<file path="src/fbpa_pkg.sv">
`timescale 1ns / 1ps
// Shared widths, codes and reset values for the fixed block pool allocator.
// No dependencies.
package fbpa_pkg;

  localparam int NUM_BLOCKS_DEFAULT = 1024;

  localparam int ADDR_W     = 32;
  localparam int SIZE_W     = 32;
  localparam int STRIDE_W   = 17;
  localparam int ALIGN_W    = 13;
  localparam int OFFSET_W   = 12;
  localparam int IDX_W      = 10;
  localparam int TOTAL_W    = 11;
  localparam int OP_W       = 2;
  localparam int CFG_IDX_W  = 3;
  localparam int CFG_DATA_W = 32;

  localparam logic [OP_W-1:0] OP_ALLOC   = 2'd0;
  localparam logic [OP_W-1:0] OP_FREE    = 2'd1;
  localparam logic [OP_W-1:0] OP_REBUILD = 2'd2;

  localparam logic [CFG_IDX_W-1:0] REG_BASE   = 3'd0;
  localparam logic [CFG_IDX_W-1:0] REG_SIZE   = 3'd1;
  localparam logic [CFG_IDX_W-1:0] REG_STRIDE = 3'd2;
  localparam logic [CFG_IDX_W-1:0] REG_ALIGN  = 3'd3;
  localparam logic [CFG_IDX_W-1:0] REG_OFFSET = 3'd4;

  localparam logic [STRIDE_W-1:0] STRIDE_RESET = 17'd64;
  localparam logic [ALIGN_W-1:0]  ALIGN_RESET  = 13'd8;

endpackage

</file>
<file path="src/fbpa_div.sv">
`timescale 1ns / 1ps
// Restoring divider, one quotient bit per cycle: region size over block stride.
// Depends on fbpa_pkg.
module fbpa_div (
  input  logic                           clk,
  input  logic                           rst,
  input  logic                           start,
  input  logic [fbpa_pkg::SIZE_W-1:0]    dividend,
  input  logic [fbpa_pkg::STRIDE_W-1:0]  divisor,
  output logic                           done,
  output logic [fbpa_pkg::SIZE_W-1:0]    quotient
);
  import fbpa_pkg::*;

  localparam int CNT_W = $clog2(SIZE_W);

  logic                running;
  logic [CNT_W-1:0]    cnt;
  logic [STRIDE_W-1:0] rem;
  logic [STRIDE_W:0]   rem_sh;
  logic                qbit;
  logic [STRIDE_W-1:0] rem_next;

  assign rem_sh   = {rem, quotient[SIZE_W-1]};
  assign qbit     = rem_sh >= {1'b0, divisor};
  assign rem_next = qbit ? STRIDE_W'(rem_sh - {1'b0, divisor}) : STRIDE_W'(rem_sh);

  always_ff @(posedge clk) begin
    if (rst) begin
      running <= 1'b0;
      done    <= 1'b0;
    end else begin
      done <= 1'b0;
      if (start) begin
        running <= 1'b1;
      end else if (running && cnt == CNT_W'(SIZE_W - 1)) begin
        running <= 1'b0;
        done    <= 1'b1;
      end
    end
  end

  always_ff @(posedge clk) begin
    if (start) begin
      rem      <= '0;
      quotient <= dividend;
      cnt      <= '0;
    end else if (running) begin
      rem      <= rem_next;
      quotient <= {quotient[SIZE_W-2:0], qbit};
      cnt      <= cnt + CNT_W'(1);
    end
  end

endmodule

</file>
<file path="config.mk">
export PLATFORM = sky130hd
export DESIGN_NAME = fbpa_div
export DESIGN_NICKNAME = d
export VERILOG_FILES = /design/src/fbpa_pkg.sv /design/src/fbpa_div.sv
export SDC_FILE = /design/constraint.sdc
export NUM_CORES = 1
export LEC_CHECK = 0
export BUFFER_PORTS_ARGS = -buffer_cell sky130_fd_sc_hd__buf_4
export CORE_ASPECT_RATIO = 0.7
export CORE_MARGIN = 2
export CORE_UTILIZATION = 54
export DETAILED_ROUTE_END_ITERATION = 10
export PLACE_DENSITY_LB_ADDON = 0.25
export REMOVE_ABC_BUFFERS = 1
export SLEW_MARGIN = 20
export SYNTH_ARGS = -nofsm -noshare
export SYNTH_HDL_FRONTEND = slang
export SYNTH_SLANG_ARGS = --single-unit
</file>
<file path="constraint.sdc">
create_clock -name clk -period 3.3 [get_ports clk]
set_input_delay 0.33 -clock clk [delete_from_list [all_inputs] [get_ports clk]]
set_output_delay 0.33 -clock clk [all_outputs]
set_load 0.02 [all_outputs]
</file>
==> impl_metrics.csv, run 1 <==
group,metric,value,unit
setup_path,required,3.37,ns
pwr,cellPowerDensity,394,nW/µm²
global_route,antenna_found_initial,0,
setup_path,endpoint_kind,"flip-flop",
pwr,total_power,1.64,mW
final_layout,nets,486,
global_route,overflow,0,
status,status,"finished, final reports clean",
sta,tightest_slew,0.974,ns
clocking,cts-buffers-inserted,5,
final_layout,n_antenna_cell,0,
routing,drt-wirelength-per-cell,16.5,µm
final_layout,layout-drive-gt1-share,32.0,%
routing,first_pass_iters,5,
clocking,clk_latency,0.31,ns
routing,vias,2875,
logic_synthesis,ys_seq_area_share,41.6,%
pwr,combinationalPowerShare,24.8,%
final_layout,mostFrequentLayoutCell,"buf_4",
logic_synthesis,yosysTopAreaCell,"edfxtp_1",
sta,post-route-period-util,80.6,%
logic_synthesis,syn_inst,342,
final_layout,fill_cells,522,
setup_path,start_kind,"flip-flop",
sta,min_period,2.66,ns
pwr,p_leak,1.82,nW
placed_design,dp_slack,0.590,ns
clocking,cts_tree,"yes",
clocking,cts_max_path_buffers,2,
final_layout,final_core_util,67.2,%
floorplanning,die_area,7090,µm²
sta,final_hold_viol_count,0,
global_route,first_global_vias,2682,
floorplanning,core_area,6220,µm²
sta,setup_viol,0,
logic_synthesis,synth_area,3470,µm²
sta,skew,0.00880,ns
logic_synthesis,synth.top_cell.area_share,27.7,%
placed_design,io_buffers,84,
floorplanning,start_util,55.8,%
logic_synthesis,yosysWarnings,0,
logic_synthesis,synth_edf_count,32,
floorplanning,die_w,99.8,µm
final_layout,postLayoutCellArea,4180,µm²
routing,drt-vias-per-instance,5.83,
placed_design,gp_routability_congestion,0.951,
routing,drt_iter0_drc,193,
floorplanning,die_y,71.0,µm
sta,rsz0062_at_grt,"no",
sta,tns,0,ns
placed_design,dp_hpwl,5.91,mm
logic_synthesis,avgSynthCellArea,10.1,µm²
routing,ant_nets,0,
sta,maxSlewViolCount,0,
flow_run,max-cap-violations,0,
setup_path,cp.arrival,2.73,ns
global_route,grt_pass1_wl,12.8,mm
final_layout,final_cell_mix,"buf_4 (85), nand2_1 (33), mux2_2 (32), edfxtp_1 (32), inv_1 (25)",
pwr,netSwitchingFraction,30.3,%
pwr,internal_power,1.15,mW
final_layout,areaGrowthSynthToFinish,20.5,%
pwr,ir_drop,238,µV
logic_synthesis,synthTopCellsByArea,"edfxtp_1 (28%), dfxtp_1 (14%), mux2_2 (10%)",
sta,timing.slew.headroom,34.8,%
routing,drt-total-wl,8.12,mm
logic_synthesis,synthArstFlopShare,0,%
logic_synthesis,synth_cell_types,59,
pwr,power.switching,0.498,mW
setup_path,cp_max_fo,19,
min_path,min-delay-path-class,"input port to flip-flop",
logic_synthesis,synth_flop_cell,"edfxtp_1",
clocking,cts.sinks,56,
sta,fmax,0.376,GHz
logic_synthesis,ys_ff_latch,56,
sta,fin_ws,0.639,ns
setup_path,path_class,"flip-flop to flip-flop",
clocking,post_cts_resize_count,0,
floorplanning,num_rows,24,
clocking,postCtsSetupBuffers,0,
clocking,cts_root_buffer,"clkbuf_8",
pwr,p_seq_share,51.1,%
global_route,grt_max_degree,48,
floorplanning,ios,85,
global_route,grt_use_total,22.6,%
clocking,htree_levels,2,
placed_design,placed_area,4090,µm²
clocking,holdBufCountCts,0,
routing,route.detailed.drc,0,
pwr,p_clk_share,24.1,%
clocking,clkTransAtPathRegs,0.11,ns
[worst max-delay path, cell delays in order, from the launching register on]
cell      delay (ns)
edfxtp_1        0.41
inv_1           0.09
ha_1            0.15
inv_1           0.05
fa_1            0.42
a21oi_1         0.18
o221a_1         0.26
a2111o_1        0.18
nand2_2         0.29
mux2_2          0.38
[synth_stat cells (all sizes together) (4+ instances only)]
cell	instances
xor2	6
and3	5
edfxtp	32
buf	11
nor3	4
ha	19
a21oi	20
nor2	18
a311oi	5
nand3	7
inv	25
a21o	4
o21ai	15
nand4	4
clkbuf	9
mux2	32
mux2i	9
xnor2	7
nand2	34
nand2b	4
dfxtp	24
[power by group through the flow]
stage                     Sequential, mW  Combinational, mW  Clock (mW)
after floorplan                    0.900              0.191           0
after global placement             0.852              0.397           0
after detailed placement           0.855              0.406           0
after CTS                          0.840              0.407       0.400
after global routing               0.848              0.440       0.425
final                              0.840              0.408       0.397
[state kept, by name, summed over array words and instances, names as in the netlist]
name and flops:
rem 17, running 1, cnt 5, quotient 32
done 1
[cell families (layout without fill, tap and decap cells)]
logic type	Yosys count	in the layout	synth area share (%)
fa+ha+maj	20	20	7.43
simple gates	90	90	12.5
buf+inv	45	118	6.03
flops	56	56	41.6
compound gates	77	77	16.2
xor+xnor	13	13	3.28
mux	41	41	13.0
[final cells by class]
class / count / area, µm² / share of cell area [%]
inverter: 25 / 93.8 / 2.25
sequential: 56 / 1440 / 34.5
multi-input combinational: 241 / 1820 / 43.5
clock inverter: 3 / 21.3 / 0.509
clock buffer: 5 / 68.8 / 1.65
tap: 78 / 97.6 / 2.34
timing repair buffer: 85 / 638 / 15.3
[per-stage QoR]
step / hold slack [ns] / cells
finish: 0.170 / 493
global route: 0.160 / 493
CTS: 0.164 / 493
detailed placement: 0.484 / 485
global placement: 0.480 / 485
floorplan: 0.402 / 322
[worst paths after layout]
kind / start / end / slack [ns] / depth (start not counted)
min reg2reg: rem[5] / rem[5] / 0.50 / 2
max reg2reg: quotient[31] / quotient[0] / 0.64 / 9
min: rst / running / 0.17 / 2
max: quotient[31] / quotient[0] / 0.64 / 9
[metal layers]
| layer | vias up | share of wire, % | global-route usage [%] |
|---|---|---|---|
| met2 | 116 | 46 | 35.0 |
| met1 | 1354 | 45 | 32.4 |
| li1 | 1396 | - | - |
| met5 | - | 0 | 0 |
| met3 | 9 | 7.3 | 5.04 |
| met4 | 0 | 1.1 | 5.78 |
Note: power is estimated with default switching activity, not from simulation.
==> inputs of run 2 (changes only) <==
==> constraint.sdc (replaced) <==
create_clock -name clk -period 2.59 [get_ports clk]
set_input_delay 0.259 -clock clk [delete_from_list [all_inputs] [get_ports clk]]
set_output_delay 0.259 -clock clk [all_outputs]
set_load 0.02 [all_outputs]
==> run 2 against run 1 <==
Effect of this change: power grew 26%; maximum frequency grew 7.2%; die area is the same; final cell count grew 5.1%; largest power group unchanged.
==> impl_metrics.csv, run 2 (synthesis results as in run 1) <==
group,metric,value,unit
global_route,first_global_vias,2564,
clocking,cts_max_path_buffers,2,
floorplanning,core_area,6220,µm²
clocking,cts_tree,"yes",
clocking,cts-buffers-inserted,5,
final_layout,layout-drive-gt1-share,36.1,%
status,status,"finished, final reports clean",
setup_path,rr_worst_depth,10,
pwr,ir_drop,345,µV
routing,drt-vias-per-instance,5.63,
setup_path,required,2.83,ns
placed_design,io_buffers,84,
routing,drt-wirelength-per-cell,15.9,µm
setup_path,crit_buf_inv,2,
placed_design,gp_routability_congestion,0.925,
clocking,cts_root_buffer,"clkbuf_8",
routing,route.detailed.drc,0,
sta,tightest_slew,0.842,ns
final_layout,nets,511,
clocking,cts.sinks,56,
sta,post-route-period-util,95.8,%
floorplanning,num_rows,24,
floorplanning,ios,85,
setup_path,cp_max_fo,5,
setup_path,start_kind,"flip-flop",
pwr,cellPowerDensity,474,nW/µm²
clocking,holdBufCountCts,0,
setup_path,cp.arrival,2.72,ns
global_route,overflow,0,
floorplanning,die_area,7090,µm²
min_path,min_path_cells,2,
clocking,clkTransAtPathRegs,0.09,ns
global_route,grt_pass1_wl,12.7,mm
routing,drt_iter0_drc,291,
setup_path,cpMaxStageDelayCell,"or4b_4",
floorplanning,start_util,55.8,%
sta,fin_ws,0.108,ns
clocking,htree_levels,2,
final_layout,mostFrequentLayoutCell,"buf_4",
routing,drt-total-wl,8.22,mm
final_layout,top_register,"quotient",
final_layout,final_cell_mix,"buf_4 (109), nand2_1 (33), mux2_2 (32), edfxtp_1 (32), inv_1 (25)",
global_route,antenna_found_initial,0,
setup_path,r2r_slack,0.11,ns
pwr,total_power,2.07,mW
final_layout,n_antenna_cell,0,
clocking,clk_latency,0.30,ns
sta,fmax,0.403,GHz
sta,skew,0.00364,ns
final_layout,fill_cells,450,
final_layout,areaGrowthSynthToFinish,26.1,%
final_layout,largest_reg_flops,32,
floorplanning,die_w,99.8,µm
placed_design,dp_hpwl,6.16,mm
sta,setup_viol,0,
setup_path,cp.depth,10,
setup_path,endpoint_kind,"flip-flop",
floorplanning,die_y,71.0,µm
final_layout,largestRegisters,"quotient (32), rem (17), cnt (5)",
setup_path,cp_cell_sequence,"inv_1 > ha_2 > inv_1 > fa_2 > a21oi_1 > o221a_1 > a2111o_1 > and2_4 > or4b_4 > o211ai_2",
sta,min_period,2.48,ns
global_route,grt_max_degree,35,
setup_path,critPathTopFamily,"compound AO/OA/AOI/OAI gates",
sta,maxSlewViolCount,0,
final_layout,final_core_util,70.4,%
setup_path,path_class,"flip-flop to flip-flop",
sta,tns,0,ns
global_route,grt_use_total,22.6,%
flow_run,max-cap-violations,0,
placed_design,dp_slack,0.0339,ns
sta,final_hold_viol_count,0,
setup_path,cpMostUsedCell,"inv_1",
min_path,min-delay-path-class,"input port to flip-flop",
routing,vias,2916,
pwr,p_leak,1.94,nW
routing,ant_nets,0,
sta,timing.slew.headroom,43.7,%
setup_path,max_stage_delay,0.54,ns
routing,first_pass_iters,5,
## run 2: power by group
group	total (mW)	switching [mW]	leakage, nW	internal, mW
registers	1.07	0.0443	0.518	1.02
clock network	0.452	0.262	0.0399	0.189
logic	0.554	0.285	1.38	0.269
total	2.07	0.592	1.94	1.48
## run 2: worst paths after layout
kind                     start  endpoint
setup reg to reg  quotient[31]    rem[7]
hold reg to reg        rem[12]   rem[12]
setup / recovery  quotient[31]    rem[7]
hold / removal             rst   running
## run 2: final cells by class
| type | count | area [µm²] | area share, % |
|---|---|---|---|
| clock buffers | 7 | 76.3 | 1.75 |
| flip-flops and latches | 56 | 1440 | 33.0 |
| inverters | 25 | 93.8 | 2.15 |
| multi-input cells | 242 | 1840 | 42.1 |
| clock inverters | 1 | 3.75 | 0.0858 |
| well taps | 78 | 97.6 | 2.23 |
| repair buffers | 109 | 818 | 18.7 |
## run 2: stage by stage
step	instances	cell area (µm²)	hold slack, ns
after floorplan	322	3350	0.331
after global placement	499	4190	0.426
after detailed placement	499	4190	0.433
after CTS	507	4270	0.110
after global routing	518	4370	0.102
final	518	4370	0.112
## run 2: what timing repair did
item | in CTS | in global routing
setup buffers | 0 | 10
gates resized for setup | 0 | 7
setup endpoints to repair | 0 | 14
## run 2: metal layers
metal	share of wire, %	GRT usage (%)	wire [µm]	vias up
met5	0	0	0	-
met4	0.81	5.18	67	0
met3	7.9	3.75	646	9
met2	45	33.9	3730	127
met1	46	34.5	3780	1334
li1	-	-	-	1446
